`config.mk`:
```
export PLATFORM = sky130hd
export DESIGN_NAME = zoh_resampler_with_volume
export DESIGN_NICKNAME = d
export VERILOG_FILES = /design/src/hdl/zoh_pkg.sv /design/src/hdl/zoh_acc_unit.sv /design/src/hdl/zoh_scale.sv /design/src/hdl/zoh_resampler_with_volume.sv
export SDC_FILE = /design/constraint.sdc
export NUM_CORES = 1
export LEC_CHECK = 0
export CAP_MARGIN = 10
export CORE_UTILIZATION = 50
export CTS_CLUSTER_DIAMETER = 100
export CTS_CLUSTER_SIZE = 24
export DETAILED_ROUTE_END_ITERATION = 8
export DONT_BUFFER_PORTS = 1
export SYNTH_ARGS = -nofsm -noshare
export SYNTH_HDL_FRONTEND = slang
export SYNTH_HIERARCHICAL = 1
export SYNTH_SLANG_ARGS = --single-unit
export TNS_END_PERCENT = 10
```
`constraint.sdc`:
```
create_clock -name clk -period 10 [get_ports clk]
set_clock_uncertainty 0.15 [all_clocks]
set_input_delay 0.5 -clock clk [delete_from_list [all_inputs] [get_ports clk]]
set_output_delay 0.5 -clock clk [all_outputs]
set_load 0.05 [all_outputs]
```
`src/hdl/zoh_pkg.sv`:
```
package zoh_pkg;

  localparam int unsigned AccWidth   = 18;
  localparam int unsigned RateWidth  = 16;
  localparam int unsigned GainWidth  = 9;
  localparam int unsigned SampWidth  = 8;
  localparam int unsigned CfgIdxW    = 2;
  localparam int unsigned MaxResults = 48;
  localparam int unsigned CntWidth   = $clog2(MaxResults);

  localparam logic [CfgIdxW-1:0] CfgSourceRate = 2'd0;
  localparam logic [CfgIdxW-1:0] CfgOutputRate = 2'd1;
  localparam logic [CfgIdxW-1:0] CfgGain       = 2'd2;

  localparam logic [RateWidth-1:0] SourceRateRst = 16'd11025;
  localparam logic [RateWidth-1:0] OutputRateRst = 16'd22050;
  localparam logic [GainWidth-1:0] GainRst       = 9'd256;

  typedef enum logic [1:0] {
    ST_IDLE,
    ST_SUB,
    ST_EMIT
  } state_t;

  typedef struct packed {
    logic                 sub;
    logic [RateWidth-1:0] operand;
  } acc_op_t;

endpackage

```
`src/hdl/zoh_acc_unit.sv`:
```
module zoh_acc_unit (
  input  logic signed [zoh_pkg::AccWidth-1:0] acc,
  input  zoh_pkg::acc_op_t                    op,
  output logic signed [zoh_pkg::AccWidth-1:0] result
);

  logic signed [zoh_pkg::AccWidth:0] acc_ext;
  logic signed [zoh_pkg::AccWidth:0] opd_ext;
  logic signed [zoh_pkg::AccWidth:0] sum;

  always_comb begin
    acc_ext = {acc[zoh_pkg::AccWidth-1], acc};
    opd_ext = {{(zoh_pkg::AccWidth + 1 - zoh_pkg::RateWidth){1'b0}}, op.operand};
    sum     = op.sub ? (acc_ext - opd_ext) : (acc_ext + opd_ext);
    if (sum[zoh_pkg::AccWidth] != sum[zoh_pkg::AccWidth-1]) begin
      result = sum[zoh_pkg::AccWidth] ? {1'b1, {(zoh_pkg::AccWidth-1){1'b0}}}
                                      : {1'b0, {(zoh_pkg::AccWidth-1){1'b1}}};
    end else begin
      result = sum[zoh_pkg::AccWidth-1:0];
    end
  end

endmodule

```
`src/hdl/zoh_scale.sv`:
```
module zoh_scale (
  input  logic                              clk,
  input  logic                              en,
  input  logic [zoh_pkg::SampWidth-1:0]     sample,
  input  logic [zoh_pkg::GainWidth-1:0]     gain,
  output logic [zoh_pkg::SampWidth-1:0]     scaled
);

  logic signed [zoh_pkg::SampWidth-1:0]                      centered;
  logic signed [zoh_pkg::GainWidth:0]                        gain_s;
  logic signed [zoh_pkg::SampWidth+zoh_pkg::GainWidth:0]     product;
  logic [zoh_pkg::SampWidth-1:0]                             scaled_r;
  logic [zoh_pkg::SampWidth-1:0]                             scaled_nxt;

  // The flooring shift by 8 keeps bits 15:8; adding the midpoint flips the top bit.
  always_comb begin
    centered   = {~sample[zoh_pkg::SampWidth-1], sample[zoh_pkg::SampWidth-2:0]};
    gain_s     = {1'b0, gain};
    product    = (zoh_pkg::SampWidth + zoh_pkg::GainWidth + 1)'(centered) *
                 (zoh_pkg::SampWidth + zoh_pkg::GainWidth + 1)'(gain_s);
    scaled_nxt = product[2*zoh_pkg::SampWidth-1:zoh_pkg::SampWidth] ^ 8'h80;
  end

  always_ff @(posedge clk) begin
    if (en) begin
      scaled_r <= scaled_nxt;
    end
  end

  assign scaled = scaled_r;

endmodule

```
`src/hdl/zoh_resampler_with_volume.sv`:
```
// The first output word is registered after its input word passes ST_SUB and ST_EMIT,
// and output backpressure can hold it. An input word yields 0 to 48 output words; one
// shared saturating accumulator adder does one step per cycle unless output
// backpressure holds it. Input is stalled while a word is in progress, also when
// backpressure holds it. Reset (synchronous, rst_n low) clears the accumulator and
// loads the default rates and unity gain.
module zoh_resampler_with_volume (
  input  logic                              clk,
  input  logic                              rst_n,
  input  logic                              in_valid,
  output logic                              in_stall,
  input  logic [zoh_pkg::SampWidth-1:0]     in_sample_in,
  input  logic                              in_first_of_sound,
  output logic                              out_valid,
  input  logic                              out_stall,
  output logic [zoh_pkg::SampWidth-1:0]     out_sample_out,
  output logic                              out_last_of_run,
  input  logic                              cfg_valid,
  output logic                              cfg_ready,
  input  logic [zoh_pkg::CfgIdxW-1:0]       cfg_index,
  input  logic [zoh_pkg::RateWidth-1:0]     cfg_data
);

  zoh_pkg::state_t state_r, state_nxt;

  logic [zoh_pkg::RateWidth-1:0]        src_rate_r;
  logic [zoh_pkg::RateWidth-1:0]        out_rate_r;
  logic [zoh_pkg::GainWidth-1:0]        gain_r;
  logic signed [zoh_pkg::AccWidth-1:0]  acc_r, acc_nxt;
  logic [zoh_pkg::CntWidth-1:0]         cnt_r, cnt_nxt;
  logic                                 first_r;
  logic                                 out_valid_r, out_valid_nxt;
  logic [zoh_pkg::SampWidth-1:0]        out_sample_r, out_sample_nxt;
  logic                                 out_last_r, out_last_nxt;

  zoh_pkg::acc_op_t                     op;
  logic signed [zoh_pkg::AccWidth-1:0]  alu_result;
  logic [zoh_pkg::SampWidth-1:0]        scaled;
  logic                                 in_accept;
  logic                                 slot_free;
  logic                                 last_emit;

  assign in_accept = in_valid && !in_stall;
  assign slot_free = !out_valid_r || !out_stall;
  assign cfg_ready = 1'b1;

  zoh_acc_unit u_acc (
    .acc    (acc_r),
    .op     (op),
    .result (alu_result)
  );

  zoh_scale u_scale (
    .clk    (clk),
    .en     (in_accept),
    .sample (in_sample_in),
    .gain   (gain_r),
    .scaled (scaled)
  );

  always_ff @(posedge clk) begin
    if (!rst_n) begin
      src_rate_r <= zoh_pkg::SourceRateRst;
      out_rate_r <= zoh_pkg::OutputRateRst;
      gain_r     <= zoh_pkg::GainRst;
    end else if (cfg_valid && cfg_ready) begin
      case (cfg_index)
        zoh_pkg::CfgSourceRate: src_rate_r <= cfg_data;
        zoh_pkg::CfgOutputRate: out_rate_r <= cfg_data;
        zoh_pkg::CfgGain:       gain_r     <= cfg_data[zoh_pkg::GainWidth-1:0];
        default: ;
      endcase
    end
  end

  always_comb begin
    state_nxt      = state_r;
    acc_nxt        = acc_r;
    cnt_nxt        = cnt_r;
    out_valid_nxt  = out_valid_r && out_stall;
    out_sample_nxt = out_sample_r;
    out_last_nxt   = out_last_r;
    op.sub         = (state_r == zoh_pkg::ST_SUB);
    op.operand     = (state_r == zoh_pkg::ST_SUB) ? out_rate_r : src_rate_r;
    last_emit      = (!alu_result[zoh_pkg::AccWidth-1] && (alu_result != '0)) ||
                     (cnt_r == zoh_pkg::CntWidth'(zoh_pkg::MaxResults - 1));
    in_stall       = (state_r != zoh_pkg::ST_IDLE);
    case (state_r)
      zoh_pkg::ST_IDLE: begin
        if (in_valid) begin
          state_nxt = zoh_pkg::ST_SUB;
        end
      end
      zoh_pkg::ST_SUB: begin
        acc_nxt = first_r ? '0 : alu_result;
        cnt_nxt = '0;
        if (!first_r && !alu_result[zoh_pkg::AccWidth-1] && (alu_result != '0)) begin
          state_nxt = zoh_pkg::ST_IDLE;
        end else begin
          state_nxt = zoh_pkg::ST_EMIT;
        end
      end
      zoh_pkg::ST_EMIT: begin
        if (slot_free) begin
          out_valid_nxt  = 1'b1;
          out_sample_nxt = scaled;
          out_last_nxt   = last_emit;
          acc_nxt        = alu_result;
          cnt_nxt        = cnt_r + zoh_pkg::CntWidth'(1);
          if (last_emit) begin
            state_nxt = zoh_pkg::ST_IDLE;
          end
        end
      end
      default: begin
        state_nxt = zoh_pkg::ST_IDLE;
      end
    endcase
  end

  always_ff @(posedge clk) begin
    if (!rst_n) begin
      state_r     <= zoh_pkg::ST_IDLE;
      acc_r       <= '0;
      cnt_r       <= '0;
      out_valid_r <= 1'b0;
    end else begin
      state_r     <= state_nxt;
      acc_r       <= acc_nxt;
      cnt_r       <= cnt_nxt;
      out_valid_r <= out_valid_nxt;
    end
  end

  always_ff @(posedge clk) begin
    if (in_accept) begin
      first_r <= in_first_of_sound;
    end
    out_sample_r <= out_sample_nxt;
    out_last_r   <= out_last_nxt;
  end

  assign out_valid       = out_valid_r;
  assign out_sample_out  = out_sample_r;
  assign out_last_of_run = out_last_r;

  a_cnt_bound: assert property (@(posedge clk) disable iff (!rst_n)
    state_r == zoh_pkg::ST_EMIT |-> cnt_r < zoh_pkg::CntWidth'(zoh_pkg::MaxResults))
    else $error("emit count beyond limit");

  a_emit_acc: assert property (@(posedge clk) disable iff (!rst_n)
    state_r == zoh_pkg::ST_EMIT |-> (acc_r[zoh_pkg::AccWidth-1] || acc_r == '0))
    else $error("emitting with positive accumulator");

  a_run_open: assert property (@(posedge clk) disable iff (!rst_n)
    (out_valid_r && !out_last_r) |-> state_r == zoh_pkg::ST_EMIT)
    else $error("run ended without a last word");

  a_accept_seq: assert property (@(posedge clk) disable iff (!rst_n)
    in_accept |=> state_r == zoh_pkg::ST_SUB)
    else $error("accepted word not processed");

endmodule
```
==> run summary, run 1 <==
Run status: complete, no violations
DR WL/cell: 16.24 µm
Critical Path AT: 5550 ps
Clk sink count: 86
First-pass GRT wire length: 27000 µm
Final hold violation count: 0
Mapped Area: 7234 µm²
PnR worst setup slack: 4369 ps
Reg2Reg Setup Slack: 4370 ps
Post-CTS Hold Fix Bufs: 0
Antenna diode count: 0
Worst Hold Class: in -> reg
Starting DRT DRC Count: 296
Critical path, cell by cell: nand2b_1 > inv_2 > nand2_1 > nand2_1 > nor2_2 > nand4b_1 > or2_2 > nor2_1 > a21oi_1 > xnor2_1 > ha_1 > nand2_1 > o21ai_0 > and3_1 > a211oi_1 > o311a_1 > maj3_2 > nor4_1 > nand4_1 > nor4_1 > o22ai_1
CP top delay family: simple AND/OR/NAND/NOR gates
Ys async rst share: 0%
Worst reg2reg path depth: 21
Root Driver: clkbuf_16
Routed Antenna Nets: 0
Worst-Margin Slew: 1060 ps
Met1 Wirelength: 6880 µm
Routed WL: 16210 µm
WL met3: 588 µm
Uppermost routed layer: met4
Synth unique cells: 80
I/O Pins: 44
Pre-CTS WS: 4577 ps
Layout cell share with drive strength beyond 1: 8.068%
Die Ht: 122.3 µm
Synth warn: 6
Slowest CP cell: o21ai_0
Minimum clock period: 5631 ps
Peak Freq: 177.6 MHz
Worst Setup Path Type: reg -> reg
R2r endpoint: out_last_of_run
Pre-Repair DR Iteration Count: 5
Routed wl met2: 8009 µm
TritonCTS clock tree: yes
Most frequent CP cell: nand2_1
Synthesized Nets: 961
Worst vdd ir: 83.21 µV
CP Data Required Time: 9910 ps
Number of synthesized flops with an enable pin: 18
Post-CTS Repair Setup Buffers: 0
Layout Nets: 943
Synth Area per Inst: 8.706 µm²
Clk_lat worst skew: 340 ps
Initial core utilization: 51.72%
FF+latch count, synth: 86
DIE AREA: 14950 µm²
Max-cap violations: 0
Vias in the first global route: 5630
Global route overflow: 0
Largest net degree at the start of global routing: 71
Die W: 122.3 µm
Fin crit share: 56.31%
Placer Congestion: 0.8916
Crit Path Max Fanout: 31
Top_reg_cell synth: dfxtp_1
DR vias/cell: 5.547
Fin Setup TNS: 0 ps
Clock tree buffer depth: 2
Initial antenna violation count: 0
Post-DP HPWL: 12390 µm
Gr usage total: 23.45%
Number of I/O port buffers: 0
H-tree depth: 3
Post-CTS sizing: 0
Mapped Cells: 831
PwrDens: 138.7 nW/µm²
Num rows: 43
CP startpoint kind: flop
WP buf/inv: 1
Slew Limit Headroom: 29.01%
Hold endpoint: gain_r[8]
Worst reg2reg startpoint: state_r[1]
Critical hold path startpoint: rst_n
Worst-path clk slew: 60 ps
Critical Path Max Stage Delay: 470 ps
Leak Pwr: 3.310 nW
DRC Markers: 0
Final Max Tran Viols: 0
Setup-failing EPs final: 0
Post-synthesis sequential area ratio: 26.29%
Core area: 13990 µm²
Worst Hold Depth: 1
Crit end category: flop
TritonCTS Buffers: 9
Unrepaired setup endpoints after global routing: false
Via count: 5536
P&R area growth vs syn: 4.670%
## cells by family (layout without fill, tap and decap cells)
logic type / Yosys count / in the layout / synth area share (%)
compound gates: 126 / 126 / 12.78
xor+xnor: 41 / 41 / 5.327
fa+ha+maj: 115 / 115 / 23.85
buf+inv: 98 / 85 / 6.226
flops: 86 / 86 / 26.29
mux: 12 / 12 / 1.660
other cells: 1 / 1 / 0.05184
simple gates: 352 / 352 / 23.82
## worst max-delay path by stage
stage	from	end	depth (start not counted)
CTS	state_r[1]	out_last_of_run	21
global placement	state_r[1]	out_last_of_run	21
global route	state_r[1]	out_last_of_run	21
detailed placement	state_r[1]	out_last_of_run	21
finish	state_r[1]	out_last_of_run	21
floorplan	state_r[1]	out_last_of_run	24
## synth_stat cells (11+ instances only)
cell	instances	area, µm²
and2_1	46	287.8
nor2_1	31	116.4
a21oi_1	28	140.1
ha_1	56	700.7
nand2_1	171	641.9
maj3_2	11	123.9
o21ai_0	18	90.09
dfxtp_1	68	1361
nor2b_1	12	75.07
xnor2_1	29	254.0
a21boi_0	25	187.7
inv_1	67	251.5
fa_1	42	840.8
nand3_1	34	170.2
edfxtp_1	18	540.5
mux2i_1	12	120.1
## worst register-to-register path, delay by kind of cell, from the launching register on
| kind | cells | cell delay (ps) |
|---|---|---|
| XOR/XNOR | 1 | 160 |
| buffers and inverters | 1 | 220 |
| AO/OA/AOI/OAI | 5 | 1170 |
| AND/OR/NAND/NOR | 12 | 2550 |
| flip-flops | 1 | 350 |
| adder cells (fa/ha/maj) | 2 | 760 |
## routing by layer
metal | vias to the layer above | global-route usage, %
met5 | - | 0
met4 | 0 | 12.12
met1 | 2661 | 27.32
met3 | 36 | 4.600
met2 | 110 | 40.70
li1 | 2729 | -
## flip-flops by register name, indices dropped and copies added (netlist names)
register	cells
cnt_r	6
state_r	2
gain_r	9
out_last_of_run	1
acc_r	18
first_r	1
out_sample_out	8
out_valid	1
src_rate_r	16
out_rate_r	16
u_scale/scaled	8
## final cells by class
| class | instances | area [µm²] |
|---|---|---|
| Fill cell | 1306 | 6416 |
| Multi-Input combinational cell | 647 | 4882 |
| Sequential cell | 86 | 1902 |
| Inverter | 68 | 255.2 |
| Clock buffer | 9 | 225.2 |
| Tap cell | 180 | 225.2 |
| Clock inverter | 7 | 75.07 |
| Timing Repair Buffer | 1 | 7.507 |
## placed cells by master, fill, tap and decap left out, types with 25 or more instances in the layout
master    instances
nor2_1           31
and2_1           46
fa_1             42
xnor2_1          29
nand3_1          34
a21oi_1          28
dfxtp_1          68
ha_1             56
inv_1            67
nand2_1         171
a21boi_0         25
## metrics by stage
stage	hold slack (ps)	area, µm²	instances	power (mW)	util (%)
6_report	102.2	7572	998	1.050	54.13
5_1_grt	83.75	7572	998	1.113	54.13
4_1_cts	70.86	7572	998	1.062	54.13
3_5_place_dp	255.4	7272	982	0.7246	51.99
3_3_place_gp	258.2	7272	982	0.7184	51.99
2_1_floorplan	250.3	7234	831	0.6670	-
## report_power, final
part / switching (mW) / internal, mW / total (mW)
Clock: 0.140 / 0.193 / 0.333
Combinational: 0.181 / 0.134 / 0.315
Sequential: 0.0168 / 0.385 / 0.402
Note: power is estimated with default switching activity, not from simulation.
==> run 2, diff against run 1 <==
--- a/config.mk
+++ b/config.mk
@@ -5,12 +5,14 @@
 export SDC_FILE = /design/constraint.sdc
 export NUM_CORES = 1
 export LEC_CHECK = 0
+export ABC_AREA = 1
 export CAP_MARGIN = 10
 export CORE_UTILIZATION = 50
 export CTS_CLUSTER_DIAMETER = 100
 export CTS_CLUSTER_SIZE = 24
 export DETAILED_ROUTE_END_ITERATION = 8
 export DONT_BUFFER_PORTS = 1
+export PLACE_DENSITY = 0.68
 export SYNTH_ARGS = -nofsm -noshare
 export SYNTH_HDL_FRONTEND = slang
 export SYNTH_HIERARCHICAL = 1
==> constraint.sdc (replaced) <==
create_clock -name clk -period 4.7 [get_ports clk]
set_clock_uncertainty 0.15 [all_clocks]
set_input_delay 0.235 -clock clk [delete_from_list [all_inputs] [get_ports clk]]
set_output_delay 0.235 -clock clk [all_outputs]
set_load 0.05 [all_outputs]
==> run 2 against run 1 <==
Sequential cell count unchanged. First-iteration DRC count grew 5.7%. Cell area grew 10%. Die area up 3.7%. Wire length rose by 8.2%. Cell count increased by 27%. Hold slack got worse by 86 ps. Utilization grew 3.1 points. Count of clock-buffer cells in the layout is 1 higher. Sequential power grew 120%. Non-clock buffer count grew 46. Largest cell class unchanged.
==> run summary, run 2 <==
Post-DP HPWL: 13150 µm
Synth unique cells: 49
Final instance area: 8352 µm²
Mapped Area: 7505 µm²
Routed WL: 17540 µm
H-tree depth: 3
Die Ht: 124.5 µm
Most frequent cells in the layout: nand2_1 (285), inv_1 (160), nor2_1 (100)
Vias in the first global route: 6213
P&R area growth vs syn: 11.29%
Top_reg_cell synth: dfxtp_1
Max reg flops: 18
Via count: 6418
Pre-Repair DR Iteration Count: 4
Top flop regs: acc_r x18, out_rate_r x16, src_rate_r x16
Placer Congestion: 0.8691
Synth warn: 6
Clock tree buffer depth: 2
Minimum clock period: 4350 ps
Dpl cells: 1211
Critical path, cell by cell: or2_2 > fa_1 > fa_1 > fa_1 > fa_1 > inv_1 > ha_1 > nand2_1 > nand2_1 > o21bai_1 > a21oi_1 > nand2_1 > nand2_1 > nand2_1
Max-cap violations: 0
Worst setup path startpoint: gain_r[3]
Worst Setup Path Type: reg -> reg
Share of the synthesized area in the top cell type: 18.14%
Starting DRT DRC Count: 313
I/O Pins: 44
Clk sink count: 86
Worst reg2reg path depth: 14
Number of I/O port buffers: 0
CP Data Required Time: 4650 ps
Crit end category: flop
Final hold violation count: 0
Die W: 124.5 µm
DR vias/cell: 5.066
Post-synth top area cell: dfxtp_1
Clk_lat worst skew: 360 ps
TritonCTS Buffers: 9
Initial antenna violation count: 0
Post-synth top cells: nand2_1 (286), inv_1 (161), nor2_1 (103)
Critical Path Max Stage Delay: 540 ps
DRC Markers: 0
Most frequent CP cell: nand2_1
Gr usage total: 23.40%
Slowest CP cell: fa_1
End of the critical path: u_scale/scaled[7]
Critical Path AT: 4300 ps
First-pass GRT wire length: 29530 µm
TritonCTS clock tree: yes
PwrDens: 301.0 nW/µm²
Initial core utilization: 51.44%
Critical hold path startpoint: cfg_index[1]
PnR worst setup slack: 350.5 ps
Num rows: 44
Root Driver: clkbuf_16
Post-synthesis sequential area ratio: 25.34%
Mapped Cells: 1056
Largest net degree at the start of global routing: 45
Pre-CTS WS: 356.0 ps
WP buf/inv: 1
Most frequent cell after synthesis: nand2_1
Worst Hold Class: in -> reg
Most flops, register: acc_r
FF+latch count, synth: 86
Layout cell share with drive strength beyond 1: 8.772%
Synth Area per Inst: 7.107 µm²
Commonest non-fill, non-tap cell in the layout: nand2_1
CP top delay family: adder cells
CP startpoint kind: flop
Crit path depth: 14
DR WL/cell: 13.84 µm
Core area: 14590 µm²
R2r endpoint: u_scale/scaled[7]
DIE AREA: 15500 µm²
Setup-failing EPs final: 0
Fin Setup TNS: 0 ps
Fin cells: 1267
Slew Limit Headroom: 50.88%
Reg2Reg Setup Slack: 350 ps
Routed Antenna Nets: 0
Layout Nets: 1208
Worst-Margin Slew: 736.0 ps
Crit Path Max Fanout: 9
Global route overflow: 0
Peak Freq: 229.9 MHz
Number of synthesized flops with an enable pin: 18
Leak Pwr: 4.293 nW
Worst reg2reg startpoint: gain_r[3]
Worst vdd ir: 217.2 µV
Top cells by area, synth: dfxtp_1 (18%), nand2_1 (14%), fa_1 (11%), ha_1 (9.3%), inv_1 (8.1%)
Synthesized Nets: 1186
Placed cell areas: 7594 µm²
Final Max Tran Viols: 0
Antenna diode count: 0
Worst-path clk slew: 70 ps
Run status: complete, no violations
Fin crit share: 92.54%
Ys async rst share: 0%
-- run 2: cells by family (layout without fill, tap and decap cells) --
group / count (synthesis) / after routing / synth area share [%]
compound gates: 125 / 125 / 9.036
flops: 86 / 86 / 25.34
simple gates: 508 / 508 / 29.98
buf+inv: 206 / 233 / 11.32
other cells: 1 / 1 / 0.04997
fa+ha+maj: 98 / 98 / 20.54
xor+xnor: 32 / 32 / 3.735
-- run 2: worst min-delay path by stage --
stage / depth (start not counted) / slack (ps) / endpoint
2_1_floorplan: 0 / 180 / first_r
3_3_place_gp: 1 / 170 / src_rate_r[8]
3_5_place_dp: 1 / 180 / out_rate_r[12]
4_1_cts: 2 / 0.9 / out_rate_r[14]
5_1_grt: 2 / 10 / out_rate_r[14]
6_report: 3 / 20 / src_rate_r[13]
-- run 2: power by group --
part | switching, mW | total [mW] | internal [mW]
clock network | 0.328 | 0.710 | 0.381
logic | 0.579 | 0.928 | 0.349
registers | 0.0427 | 0.876 | 0.833
total | 0.950 | 2.51 | 1.56
-- run 2: repair_timing --
action | 4_1_cts | 5_1_grt
buffers inserted | 0 | 3
hold buffers | 36 | 0
setup endpoints to repair | 0 | 2
gates resized for setup | 0 | 14
hold endpoints to repair | 47 | 0
-- run 2: area by class of cell --
type | instances | area (µm²)
tap | 184 | 230.2
multi-input combinational | 764 | 4805
inverter | 170 | 643.1
fill | 1404 | 6237
timing repair buffer | 47 | 483.0
clock inverter | 6 | 50.05
sequential | 86 | 1902
clock buffer | 10 | 239.0
-- run 2: worst min-delay path, cell delays in order --
cell and delay [ps]:
nor3_4 70, nand2_1 70, nand3_1 80
-- run 2: through the flow --
stage	util [%]	power [mW]	hold WS [ps]
after detailed placement	52.05	1.764	177.0
after CTS	56.57	2.505	0.8958
after global routing	57.25	2.689	14.74
after global placement	52.05	1.753	173.9
after floorplan	-	1.600	183.9
final	57.25	2.514	16.31
-- run 2: per-layer routing --
layer	share of wire [%]	vias up	track usage (%)
li1	-	3342	-
met1	49	2928	32.73
met2	45	133	37.02
met3	4.6	15	4.081
met4	1.2	0	6.520
met5	0	-	0
